<file path="src/design/hpe_pkg.sv">
// hpe_pkg: widths, constants and shared types of the Horner polynomial evaluator.
// No dependencies; used by every module of the block.
`timescale 1ns / 1ps

package hpe_pkg;

  localparam int unsigned X_W            = 32;
  localparam int unsigned COEF_W         = 32;
  localparam int unsigned ACC_W          = 64;
  localparam int unsigned NUM_COEFS      = 8;
  localparam int unsigned COEF_IDX_W     = 3;
  localparam int unsigned CFG_INDEX_W    = 4;
  localparam int unsigned CFG_DATA_W     = 32;
  localparam int unsigned MAX_DEGREE_DEF = 7;

  typedef logic [NUM_COEFS-1:0][COEF_W-1:0] coef_vec_t;

  typedef struct packed {
    logic             valid;
    logic [X_W-1:0]   x;
    logic [ACC_W-1:0] acc;
  } stage_t;

  function automatic logic [ACC_W-1:0] sext_coef(input logic [COEF_W-1:0] c);
    sext_coef = {{(ACC_W - COEF_W){c[COEF_W-1]}}, c};
  endfunction

endpackage

</file>
<file path="src/design/hpe_coef_regs.sv">
// hpe_coef_regs: coefficient register file, written through the plain config port.
// Depends on hpe_pkg. Config index 0 holds the x^7 coefficient, index 7 the constant.
`timescale 1ns / 1ps

module hpe_coef_regs (
  input  logic                              clk,
  input  logic                              rst_n,
  input  logic                              cfg_we,
  input  logic [hpe_pkg::CFG_INDEX_W-1:0]   cfg_index,
  input  logic [hpe_pkg::CFG_DATA_W-1:0]    cfg_data,
  output hpe_pkg::coef_vec_t                coef_o
);

  hpe_pkg::coef_vec_t                 coef_r;
  logic [hpe_pkg::COEF_IDX_W-1:0]     deg_sel;
  logic                               idx_ok;

  assign idx_ok  = (cfg_index < hpe_pkg::CFG_INDEX_W'(hpe_pkg::NUM_COEFS));
  assign deg_sel = hpe_pkg::COEF_IDX_W'(hpe_pkg::NUM_COEFS - 1)
                   - cfg_index[hpe_pkg::COEF_IDX_W-1:0];

  always_ff @(posedge clk) begin
    if (!rst_n) begin
      coef_r <= '0;
    end else if (cfg_we && idx_ok) begin
      coef_r[deg_sel] <= cfg_data[hpe_pkg::COEF_W-1:0];
    end
  end

  assign coef_o = coef_r;

endmodule

</file>
<file path="config.mk">
export PLATFORM = sky130hd
export DESIGN_NAME = hpe_coef_regs
export DESIGN_NICKNAME = d
export VERILOG_FILES = /design/src/design/hpe_pkg.sv /design/src/design/hpe_coef_regs.sv
export SDC_FILE = /design/constraint.sdc
export NUM_CORES = 1
export LEC_CHECK = 0
export BUFFER_PORTS_ARGS = -buffer_cell sky130_fd_sc_hd__clkbuf_2
export CAP_MARGIN = 20
export CORE_MARGIN = 4
export CORE_UTILIZATION = 46
export CTS_CLUSTER_DIAMETER = 80
export DETAILED_ROUTE_END_ITERATION = 10
export PLACE_DENSITY = 0.82
export SLEW_MARGIN = 40
export SYNTH_ARGS = -nofsm -noshare
export SYNTH_HDL_FRONTEND = slang
export SYNTH_SLANG_ARGS = --single-unit
</file>
<file path="constraint.sdc">
create_clock -name clk -period 1 [get_ports clk]
set_input_delay 0.15 -clock clk [delete_from_list [all_inputs] [get_ports clk]]
set_output_delay 0.15 -clock clk [all_outputs]
set_load 0.05 [all_outputs]
</file>
**After elaboration in Yosys (flattened, before gate mapping)**

Index checks and enable logic that the tools add are counted.

- Register bits: 256
- Logic and storage cells: 17

- $add $sub $neg: 1
- Magnitude comparators: 3
- Reduce and logical (&&, ||, !) cells: 2
- Multiplexer cells: 3

Operators by type and width:

| operator | number |
|---|---|
| bitwise mux 256 bit | 1 |
| demux 32 bit (select 3 bit) | 1 |
| two-way mux 32 bit | 1 |
| < comparator 3 x 4 -> 1 bit (second input constant) | 1 |
| < comparator 4 bit (second input constant) | 1 |
| greater-or-equal comparator 3 x 1 -> 1 bit (second input constant) | 1 |
| subtractor 3 bit (first input constant) | 1 |
| logical AND 1 bit | 2 |

**Depth between registers and ports, before layout**

- Depth in word-level cells: 6
- Gate-level depth with buffers: 5

**Worst setup path after synthesis**

OpenSTA, ideal clock, no wires.

- Kind: input-to-reg
- From: input cfg_index[3] (netlist name)
- To: register coef_r (netlist bit coef_o[69])
- Stages: 5
- Required time: 0.927 ns
- Data arrival time: 0.979 ns
- Library setup time: 0.073 ns
- Setup slack: -0.052 ns
- Buffers on the path: 2
- Cells stage by stage: nand3b_4 -> nor3b_1 -> buf_4 -> buf_8 -> mux2i_1

- Cells in the longest elaborated chain, start to end: 2

RTL lines:

| element | RTL line | text |
|---|---|---|
| start, declared | hpe_coef_regs.sv:9 | `input logic [hpe_pkg::CFG_INDEX_W-1:0] cfg_index,` |
| < comparator 4 bit | hpe_coef_regs.sv:18 | `assign idx_ok = (cfg_index < hpe_pkg::CFG_INDEX_W'(hpe_pkg::NUM_COEFS));` |
| logical AND 1 bit | hpe_coef_regs.sv:25 | `end else if (cfg_we && idx_ok) begin` |
| end signal, assigned by index | hpe_coef_regs.sv:26 | `coef_r[deg_sel] <= cfg_data[hpe_pkg::COEF_W-1:0];` |
| end, declared | hpe_coef_regs.sv:14 | `hpe_pkg::coef_vec_t coef_r;` |

Every way passes these cells.
A chain may end at the register's enable or synchronous reset.

**Final worst setup path**

- From: register coef_r (netlist bit coef_o[97])
- To: output coef_o[97] (netlist name)

RTL lines:

| element | RTL line | text |
|---|---|---|
| end, declared | hpe_coef_regs.sv:11 | `output hpe_pkg::coef_vec_t coef_o` |

No word-level cell between the ends.

==> results by group <==
Status
  • Status: complete, but fails checks
  • Failing checks: negative setup slack

Pwr
  • Maximum VDD drop: 1.43 mV
  • Clk network pwr share: 0.440
  • Switching Fraction: 0.256
  • Share of power burned in registers: 0.460
  • Gate power share: 0.101
  • Static leakage: between 8 and 9 nW
  • Internal power: 16.9 mW
  • PD cells: 1280 nW/um^2
  • Psw: around 5.8 mW

Placed design
  • Routability Congestion: between 0.8 and 0.9
  • Port-buffer cells: between 200 and 300
  • DP Worst Slack: -0.331 ns
  • DP Area: 11500 sq um
  • Detailed Place HPWL: 18800 um

Layout
  • Share of layout cells above drive strength 1: 0.587
  • Ant diodes: 0
  • Filler Cells Inserted: around 700
  • Area occupied by multi-input gates: ~3800 sq um
  • Synthesis-to-finish area growth: 90.2%
  • Final instance area: approximately 18000 sq um
  • Nets: 1359
  • Largest register FFs: 256
  • Register Area: 5530 sq um

Floorplan
  • Core ar.: 19700 sq um
  • Die width: approximately 150 um
  • # rows: 51
  • Initial Util: 0.474
  • IO Pins: slightly below 300
  • Die area: 22600 sq um
  • Die H: 150 um

STA
  • Post-route minimum period: 1.23 ns
  • Setup WS post-layout: -0.228 ns
  • Final Max Slew Viols: 0
  • Least-Margin Pin Slew: 0.456 ns
  • Final Hold Slack: 0.0353 ns
  • Hold Violations, Final: 0
  • Worst Skew: 0 ns
  • Setup violators final: 256
  • Highest clock rate: 0.814 GHz
  • Slew headroom: 0.696
  • Final period util: 1.23
  • RSZ-0062 raised after global routing: yes

Route
  • Routed wire length: between 40000 and 50000 um
  • Vias: slightly below 9000
  • 1st-iter DRT viols: 567
  • Pre-Repair DR Iteration Count: 5
  • Drt drc: 0
  • Avg WL per Cell: approximately 28 um
  • Vias per cell: 5.51
  • Post-route ant nets: 0

Clocking
  • Hold bufs inserted after CTS: 0
  • Total CTS buffers: 26
  • TritonCTS clock tree: done
  • Clock Path Buffers: 3
  • Clock sink count: ~260
  • Worst-path clk slew: 0.07 ns
  • # H-tree levels: 1
  • CTS Root Cell: clkbuf_16
  • Clk_lat worst skew: approximately 0.5 ns

Synthesis
  • Post-synth EDFFs: 0
  • Post-synthesis sequential area ratio: 0.549
  • Yosys reg bits: 256
  • Post-Syn Instances: 874
  • Adder-cell share of the synthesized area: 0
  • Post-synth ARST share: 0
  • Avg Cell Area, Syn: between 10 and 15 sq um
  • Complex-gate fraction of the synthesized area: 0
  • Simple-Gate Fraction of Synth Area: 0.127
  • Mux cell area share after synthesis: 0.274
  • Yosys top cell area share: 0.549
  • Mapped Nets: 913
  • Most common flop cell mapped by yosys: dfxtp_1
  • Count leader, synth: nand2_1
  • Largest cells by area after synthesis: dfxtp_1 55%, mux2i_1 27%, nand2_1 12%
  • Synth top cells by count: 289 x nand2_1, 256 x dfxtp_1, 256 x mux2i_1
  • Cell Area, Synth: 9340 sq um
  • Distinct cells, synth: 17
  • Main combinational cell family by area after synthesis: multiplexers
  • Area leader, netlist: dfxtp_1
  • Yosys Warn Count: 0
  • Synth Area in XOR/XNOR: 0

Worst setup path
  • Crit path capture type: output port
  • Slowest-stage cell, CP: dfxtp_2
  • CP Max Fanout: 2
  • Worst Setup Path Type: register to output port
  • Slowest cell delay on critical path: 0.37 ns
  • WP buf/inv: 1
  • CP required: ~0.85 ns
  • CP Cell Sequence: clkbuf_16
  • Delay-heaviest family, CP: flip-flops
  • Critical path arrival: roughly 1.1 ns
  • Crit path launch type: register

GRT
  • Total track usage: 0.349
  • Number of global-route vias before repair: 9604
  • Initial antenna violation count: 0
  • Largest net degree at the start of global routing: 31
  • Total grt overflow: 0
  • First-pass GRT wire length: between 50000 and 60000 um

Worst hold path
  • Worst Hold Class: input port to register

Run
  • Max-Cap Viols: 0
==> power groups by stage <==
| stage | Combinational [mW] | Sequential, mW | Clock, mW |
|---|---|---|---|
| 2_1_floorplan | 0.568 | 11.1 | 0 |
| 3_3_place_gp | 1.63 | 10.6 | 0 |
| 3_5_place_dp | 1.66 | 10.6 | 0 |
| 4_1_cts | 2.06 | 10.5 | 9.74 |
| 5_1_grt | 2.34 | 10.4 | 10.4 |
| 6_report | 2.28 | 10.4 | 9.97 |
==> final timing paths <==
| kind | startpoint | endpoint | slack (ns) | depth (start not counted) |
|---|---|---|---|---|
| hold reg to reg | coef_o[159] | coef_o[159] | 0.48 | 2 |
| setup / recovery | coef_o[97] | coef_o[97] | -0.23 | 1 |
| hold / removal | cfg_data[17] | coef_o[209] | 0.04 | 4 |
| setup reg to reg | coef_o[162] | coef_o[162] | 0.02 | 3 |
==> final cells by class <==
cell class,instances,area share
clock buffer,35,0.0408
clock inverter,12,0.00655
multi-input combinational,556,0.213
sequential,256,0.311
tap,265,0.0187
timing repair buffer,480,0.410
==> per-layer routing <==
metal  wire, um  global-route usage  vias up
met1      14900               0.360     4316
met2      22600               0.623      541
met4       3520               0.231        0
met3       3350              0.0903      212
li1           -                   -     3769
met5          0                   0        -
==> cell usage in the layout, fill, tap and decap left out, drive strengths merged <==
cell	synthesis	final
dfxtp	256	256
nor3b	3	3
inv	0	1
clkinvlp	0	1
clkinv	0	8
nand2b	1	1
bufinv	0	2
clkbuf	21	236
and2b	1	1
nand2	290	290
mux2i	256	256
nand3b	3	3
nor2	2	2
buf	41	279
==> kinds of logic after synthesis <==
kind of cell / count (synthesis)
buf+inv: 62
mux: 256
flops: 256
simple gates: 300
==> stage by stage <==
stage / power (mW) / utilization / TNS, ns / cells
after detailed placement: 12.3 / 0.582 / -57.45 / 1443
after CTS: 22.3 / 0.857 / -50.98 / 1516
after global placement: 12.3 / 0.582 / -47.94 / 1443
after floorplan: 11.6 / - / -2.06 / 874
final: 22.7 / 0.901 / -48.52 / 1604
after global routing: 23.2 / 0.901 / -54.32 / 1604
==> repair_timing <==
action	4_1_cts	5_1_grt
setup endpoints to repair	256	257
setup buffers	26	88
pin swaps	0	0
gates resized for setup	931	127
Power figures use the tool's default switching activity.
