### src/design/hpe_pkg.sv
// hpe_pkg: widths, constants and shared types of the Horner polynomial evaluator.
// No dependencies; used by every module of the block.
`timescale 1ns / 1ps

package hpe_pkg;

  localparam int unsigned X_W            = 32;
  localparam int unsigned COEF_W         = 32;
  localparam int unsigned ACC_W          = 64;
  localparam int unsigned NUM_COEFS      = 8;
  localparam int unsigned COEF_IDX_W     = 3;
  localparam int unsigned CFG_INDEX_W    = 4;
  localparam int unsigned CFG_DATA_W     = 32;
  localparam int unsigned MAX_DEGREE_DEF = 7;

  typedef logic [NUM_COEFS-1:0][COEF_W-1:0] coef_vec_t;

  typedef struct packed {
    logic             valid;
    logic [X_W-1:0]   x;
    logic [ACC_W-1:0] acc;
  } stage_t;

  function automatic logic [ACC_W-1:0] sext_coef(input logic [COEF_W-1:0] c);
    sext_coef = {{(ACC_W - COEF_W){c[COEF_W-1]}}, c};
  endfunction

endpackage

### src/design/hpe_step.sv
// hpe_step: one Horner step, acc * x + coef, as a multiply stage and an add stage.
// Depends on hpe_pkg. The 64x32 product is split into two partial products over the 32-bit halves of acc.
`timescale 1ns / 1ps

module hpe_step (
  input  logic                          clk,
  input  logic                          rst_n,
  input  hpe_pkg::stage_t               stage_i,
  input  logic [hpe_pkg::COEF_W-1:0]    coef_i,
  output hpe_pkg::stage_t               stage_o
);

  logic signed [hpe_pkg::X_W:0]         acc_lo_s;
  logic signed [hpe_pkg::X_W-1:0]       x_s;
  logic signed [hpe_pkg::ACC_W-1:0]     lo_prod;
  logic [hpe_pkg::X_W-1:0]              hi_prod;

  logic                                 mul_valid_r;
  logic [hpe_pkg::X_W-1:0]              mul_x_r;
  logic [hpe_pkg::ACC_W-1:0]            mul_lo_r;
  logic [hpe_pkg::X_W-1:0]              mul_hi_r;

  hpe_pkg::stage_t                      out_r;
  hpe_pkg::stage_t                      out_nxt;

  // low half of acc is unsigned, x is signed; high half only needs the low 32 bits
  assign acc_lo_s = $signed({1'b0, stage_i.acc[hpe_pkg::X_W-1:0]});
  assign x_s      = $signed(stage_i.x);
  assign lo_prod  = acc_lo_s * x_s;
  assign hi_prod  = stage_i.acc[hpe_pkg::ACC_W-1:hpe_pkg::X_W] * stage_i.x;

  always_ff @(posedge clk) begin
    if (!rst_n) begin
      mul_valid_r <= 1'b0;
    end else begin
      mul_valid_r <= stage_i.valid;
    end
  end

  always_ff @(posedge clk) begin
    mul_x_r  <= stage_i.x;
    mul_lo_r <= lo_prod;
    mul_hi_r <= hi_prod;
  end

  always_comb begin
    out_nxt.valid = mul_valid_r;
    out_nxt.x     = mul_x_r;
    out_nxt.acc   = mul_lo_r + {mul_hi_r, {hpe_pkg::X_W{1'b0}}} + hpe_pkg::sext_coef(coef_i);
  end

  always_ff @(posedge clk) begin
    if (!rst_n) begin
      out_r.valid <= 1'b0;
    end else begin
      out_r.valid <= out_nxt.valid;
    end
  end

  always_ff @(posedge clk) begin
    out_r.x   <= out_nxt.x;
    out_r.acc <= out_nxt.acc;
  end

  assign stage_o = out_r;

endmodule

### config.mk
export PLATFORM = sky130hd
export DESIGN_NAME = hpe_step
export DESIGN_NICKNAME = d
export VERILOG_FILES = /design/src/design/hpe_pkg.sv /design/src/design/hpe_step.sv
export SDC_FILE = /design/constraint.sdc
export NUM_CORES = 2
export LEC_CHECK = 0
export ABC_CLOCK_PERIOD_IN_PS = 9610
export BUFFER_PORTS_ARGS = -buffer_cell sky130_fd_sc_hd__buf_2
export CORE_UTILIZATION = 34
export DETAILED_ROUTE_END_ITERATION = 12
export HOLD_SLACK_MARGIN = 0.12
export PLACE_DENSITY = 0.56
export SLEW_MARGIN = 20
export SYNTH_ARGS = -nofsm -noshare
export SYNTH_HDL_FRONTEND = slang
export SYNTH_SLANG_ARGS = --single-unit
### constraint.sdc
create_clock -name clk -period 9.61 [get_ports clk]
set_clock_uncertainty 0.15 [all_clocks]
set_input_delay 0.961 -clock clk [delete_from_list [all_inputs] [get_ports clk]]
set_output_delay 0.961 -clock clk [all_outputs]
set_load 0.03 [all_outputs]
# Word level (Yosys, flattened, before mapping)
# Cells that the tools add are included.
# totals
elab_cells,11
out_inout_bits,97
register_bits,226
# op_classes
mul,2
addsub,2
# ops
op,n
adder 64 bit,2
multiplier 33 x 32 -> 64 bit,1
multiplier 32 x 32 -> 32 bit,1

# Logic depth before layout (Yosys ltp)
# depth
ltp_word,2
depth_mapped,30
ltp_nobuf,28

# Worst setup path after synthesis
# OpenSTA, ideal clock, no wires.
# synth_timing
kind,input -> register
startpoint,in stage_i[69] in the netlist's numbering
endpoint,reg mul_lo_r[58] in the netlist's numbering
path_slack_ns,1.562
arrival_ns,7.772
required_ns,9.333
setup_time_ns,0.127
cell_stages,27
cell_sequence,clkbuf_1 -> clkbuf_1 -> nand2_1 -> fa_1 -> inv_1 -> fa_1 -> fa_1 -> inv_1 -> fa_1 -> inv_1 -> fa_1 -> fa_1 -> fa_1 -> inv_1 -> fa_1 -> inv_1 -> ha_1 -> a21o_1 -> a31o_2 -> a221oi_1 -> a21oi_1 -> a2111oi_2 -> a21oi_1 -> o21ai_1 -> a31o_2 -> o21ai_0 -> xor2_1
# synth_via
elab_chain_cells,1
# synth_lines
element,line_no,text
"start, declared",hpe_step.sv:8,"input hpe_pkg::stage_t stage_i,"
multiplier 33 x 32 -> 64 bit,hpe_step.sv:29,assign lo_prod = acc_lo_s * x_s;
via lo_prod (one bit),hpe_step.sv:15,logic signed [hpe_pkg::ACC_W-1:0] lo_prod;
"end signal, assigned",hpe_step.sv:42,mul_lo_r <= lo_prod;
"end, declared",hpe_step.sv:20,logic [hpe_pkg::ACC_W-1:0] mul_lo_r;
# The timed path passes the listed nets, and every way through them passes these cells.
# A chain may end at the register's enable or synchronous reset.

# Worst setup path after layout
# layout_timing
startpoint,in stage_i[75] in the netlist's numbering
endpoint,reg mul_lo_r[63] in the netlist's numbering
# Same word-level chain as after synthesis.

==> results.json <==
{
  "synth-main-ff-cell": "sky130_fd_sc_hd__dfxtp_1",
  "postSynthAreaPerCell_sq_um": 9.177,
  "syn-cell-area_sq_um": 58660,
  "synth_compound_gate_area_share_pct": 5.424,
  "grt_start_max_net_pins": 35,
  "time_the_final_worst_path_needs_with_i_o_delays_and_setup_ns": 8.524,
  "path_max_fanout": 28,
  "synthDistinctLibCells": 73,
  "synth.ff_latch_count": 226,
  "synthDominantAreaCellType": "sky130_fd_sc_hd__fa_1",
  "synthAdderAreaFrac_pct": 56.46,
  "critPathRequiredTime_ns": 9.93,
  "grt_antenna_before_repair": 30,
  "synth_top_family_by_area": "adder cells",
  "grt_first_pass_wirelength_mm": 266.1,
  "clk_transition_reported_paths_ns": 0.07,
  "drt-pass1-iter-count": 7,
  "nature_of_the_critical_path_endpoint": "flip-flop",
  "ios": 228,
  "layout.nets": 8340,
  "vias": 42093,
  "worst_hold_path_type": "reg2reg",
  "cts_tree": "done",
  "detail_route.iter0.violations": 2268,
  "layout-area-overhead-vs-synth_pct": 7.512,
  "fp.dieH_um": 417.4,
  "maxSlewHeadroom_pct": 42.83,
  "i_o_buffers": 227,
  "postRouteAntennaNets": 0,
  "synth.top_cell.area_share_pct": 45.63,
  "finalMaxSlewViolations": 0,
  "grt_pass1_vias": 45682,
  "globalRoute.totalOverflow": 0,
  "detail_route.wirelength.met1_mm": 67.31,
  "postRouteWirelength_mm": 170.2,
  "synth-simple-area-share_pct": 16.00,
  "place.detailed.hpwl_mm": 139.7,
  "initial_core_util_pct": 34.20,
  "num-fill-cells": 17681,
  "clkSinkCount": 226,
  "wl_met3_mm": 7.969,
  "timing.setup.critical_path_class": "in2reg",
  "ys.warnings.count": 0,
  "grt_util_all_layers_pct": 19.98,
  "clk_latency_ns": 0.66,
  "fmax_mhz": 117.3,
  "synth_edf_count": 0,
  "routabilityCongestion": 0.8788,
  "pre_cts_ws_ns": 0.5636,
  "post-cts-setup-buffer-count": 0,
  "mappedNetlistNets": 8368,
  "worst_hold_margin_ns": 0.1397,
  "setup_viol": 0,
  "arrival_ns": 8.84,
  "htree_num_levels": 2,
  "ctsRootBufferMaster": "sky130_fd_sc_hd__clkbuf_16",
  "final.setup.worst_slack_ns": 1.086,
  "ctsResizeCount": 0,
  "setup_tns_ns": 0,
  "hold_viol_final": 0,
  "post-route-period-util_pct": 88.70,
  "drt_wl_cell_um": 19.55,
  "route.top_layer_used": "met5",
  "muxShareOfSynthArea_pct": 0,
  "cts-buffers-inserted": 34,
  "clock_path_buffers": 3,
  "postSynth.asyncResetShare_pct": 0,
  "cts_hold_repair.buffers": 0,
  "drc": 0,
  "synth-seq-area-share_pct": 7.713,
  "synthTopCellsByArea": "sky130_fd_sc_hd__fa_1 46%, sky130_fd_sc_hd__ha_1 11%, sky130_fd_sc_hd__inv_1 9.0%, sky130_fd_sc_hd__and2_1 8.4%, sky130_fd_sc_hd__dfxtp_1 7.7%",
  "timing.max_cap.violations": 0,
  "dieArea_sq_um": 174200,
  "result_of_the_run": "finished, final reports clean",
  "rows": 152,
  "worst_pin_slew_ns": 0.8575,
  "met2_length_mm": 87.33,
  "layout-drive-gt1-share_pct": 6.059,
  "synthCells": 6392,
  "routed_via_density": 4.835,
  "unrepaired_setup_endpoints_after_global_routing": "false",
  "setup.worst_path.start_class": "input port",
  "core-area_sq_um": 171500,
  "post_synth_xor_area_fraction_pct": 3.135,
  "chip_width_um": 417.4
}
==> layout by cell type (no fill, tap or decap), types with 19 or more instances in the layout <==
| cell | n |
|---|---|
| sky130_fd_sc_hd__o21ai_0 | 82 |
| sky130_fd_sc_hd__a31oi_1 | 19 |
| sky130_fd_sc_hd__buf_4 | 61 |
| sky130_fd_sc_hd__nor2_1 | 93 |
| sky130_fd_sc_hd__xor2_1 | 61 |
| sky130_fd_sc_hd__and2_1 | 783 |
| sky130_fd_sc_hd__nand3_1 | 31 |
| sky130_fd_sc_hd__nand2b_1 | 28 |
| sky130_fd_sc_hd__buf_2 | 227 |
| sky130_fd_sc_hd__nand4_1 | 25 |
| sky130_fd_sc_hd__nand2_1 | 840 |
| sky130_fd_sc_hd__o21bai_1 | 22 |
| sky130_fd_sc_hd__xnor2_1 | 149 |
| sky130_fd_sc_hd__fa_1 | 1337 |
| sky130_fd_sc_hd__inv_1 | 1405 |
| sky130_fd_sc_hd__a21oi_1 | 154 |
| sky130_fd_sc_hd__ha_1 | 508 |
| sky130_fd_sc_hd__a21o_1 | 77 |
| sky130_fd_sc_hd__dfxtp_1 | 226 |
| sky130_fd_sc_hd__clkbuf_16 | 34 |
==> critical path: stages <==
cell and delay, ns:
sky130_fd_sc_hd__buf_2 0.53, sky130_fd_sc_hd__buf_4 0.28, sky130_fd_sc_hd__and2_1 0.16, sky130_fd_sc_hd__fa_1 0.41, sky130_fd_sc_hd__fa_1 0.50, sky130_fd_sc_hd__inv_1 0.06
sky130_fd_sc_hd__fa_1 0.50, sky130_fd_sc_hd__fa_1 0.52, sky130_fd_sc_hd__inv_1 0.05, sky130_fd_sc_hd__fa_1 0.59, sky130_fd_sc_hd__fa_1 0.44, sky130_fd_sc_hd__fa_1 0.59
sky130_fd_sc_hd__fa_1 0.44, sky130_fd_sc_hd__ha_1 0.42, sky130_fd_sc_hd__a21oi_1 0.33, sky130_fd_sc_hd__o21ai_1 0.13, sky130_fd_sc_hd__a221oi_1 0.32, sky130_fd_sc_hd__o21bai_1 0.15
sky130_fd_sc_hd__nor3_4 0.39, sky130_fd_sc_hd__o32ai_2 0.21, sky130_fd_sc_hd__o221a_2 0.31, sky130_fd_sc_hd__nor4b_2 0.28, sky130_fd_sc_hd__a211oi_2 0.07, sky130_fd_sc_hd__xnor2_1 0.13
==> cell usage after synthesis (all sizes together), types with 28 or more instances <==
cell type and instances:
ha 508, clkbuf 338, fa 1337, o21ai 95
a21oi 155, dfxtp 226, and2 783, xnor2 149
a21o 78, nand2b 28, xor2 61, nand3 31
nor2 93, nand2 840, inv 1405
==> cell type report <==
cell class	instances	area [sq um]	share of cell area, %
Antenna cell	9	22.52	0.03571
Timing Repair Buffer	288	1594	2.528
Clock buffer	45	962.2	1.526
Multi-Input combinational cell	4409	47530	75.36
Inverter	1405	5274	8.362
Clock inverter	14	271.5	0.4305
Sequential cell	226	4524	7.174
Tap cell	2310	2890	4.583
==> metrics by stage <==
step           cell area [sq um]  utilization, %  cells
6_report                   63070           36.76   8706
5_1_grt                    63060           36.76   8704
4_1_cts                    63040           36.75   8697
3_5_place_dp               61810           36.03   8638
3_3_place_gp               61810           36.03   8638
2_1_floorplan              58660               -   6392
==> metal layers <==
layer	up-vias	track usage [%]
met5	-	0
met3	298	2.755
li1	18747	-
met2	1033	35.46
met4	8	8.269
met1	22007	24.18
==> sequential cells by signal, summed over array words and instances (netlist names) <==
signal / flops
stage_o: 97
mul_lo_r: 64
mul_hi_r: 32
mul_x_r: 32
mul_valid_r: 1
==> worst paths after layout <==
kind	end	slack, ns	cells after the start	startpoint
worst max-delay path	mul_lo_r[63]	1.09	24	stage_i[75]
worst min-delay path	stage_o[67]	0.14	0	mul_x_r[3]
worst max register to register	stage_o[63]	5.47	13	mul_lo_r[1]
worst min register to register	stage_o[67]	0.14	0	mul_x_r[3]
==> cells by family after synthesis <==
logic type	Yosys count
and+or+nand+nor	1875
adders and majority gates	1845
buffers and inverters	1757
AOI/OAI and AO/OA	479
DFF	226
xor gates and xnor gates	210
Power is left out: the tool's default activity adds up to more than one toggle a clock period on the data nets, which glitch-free logic cannot reach.
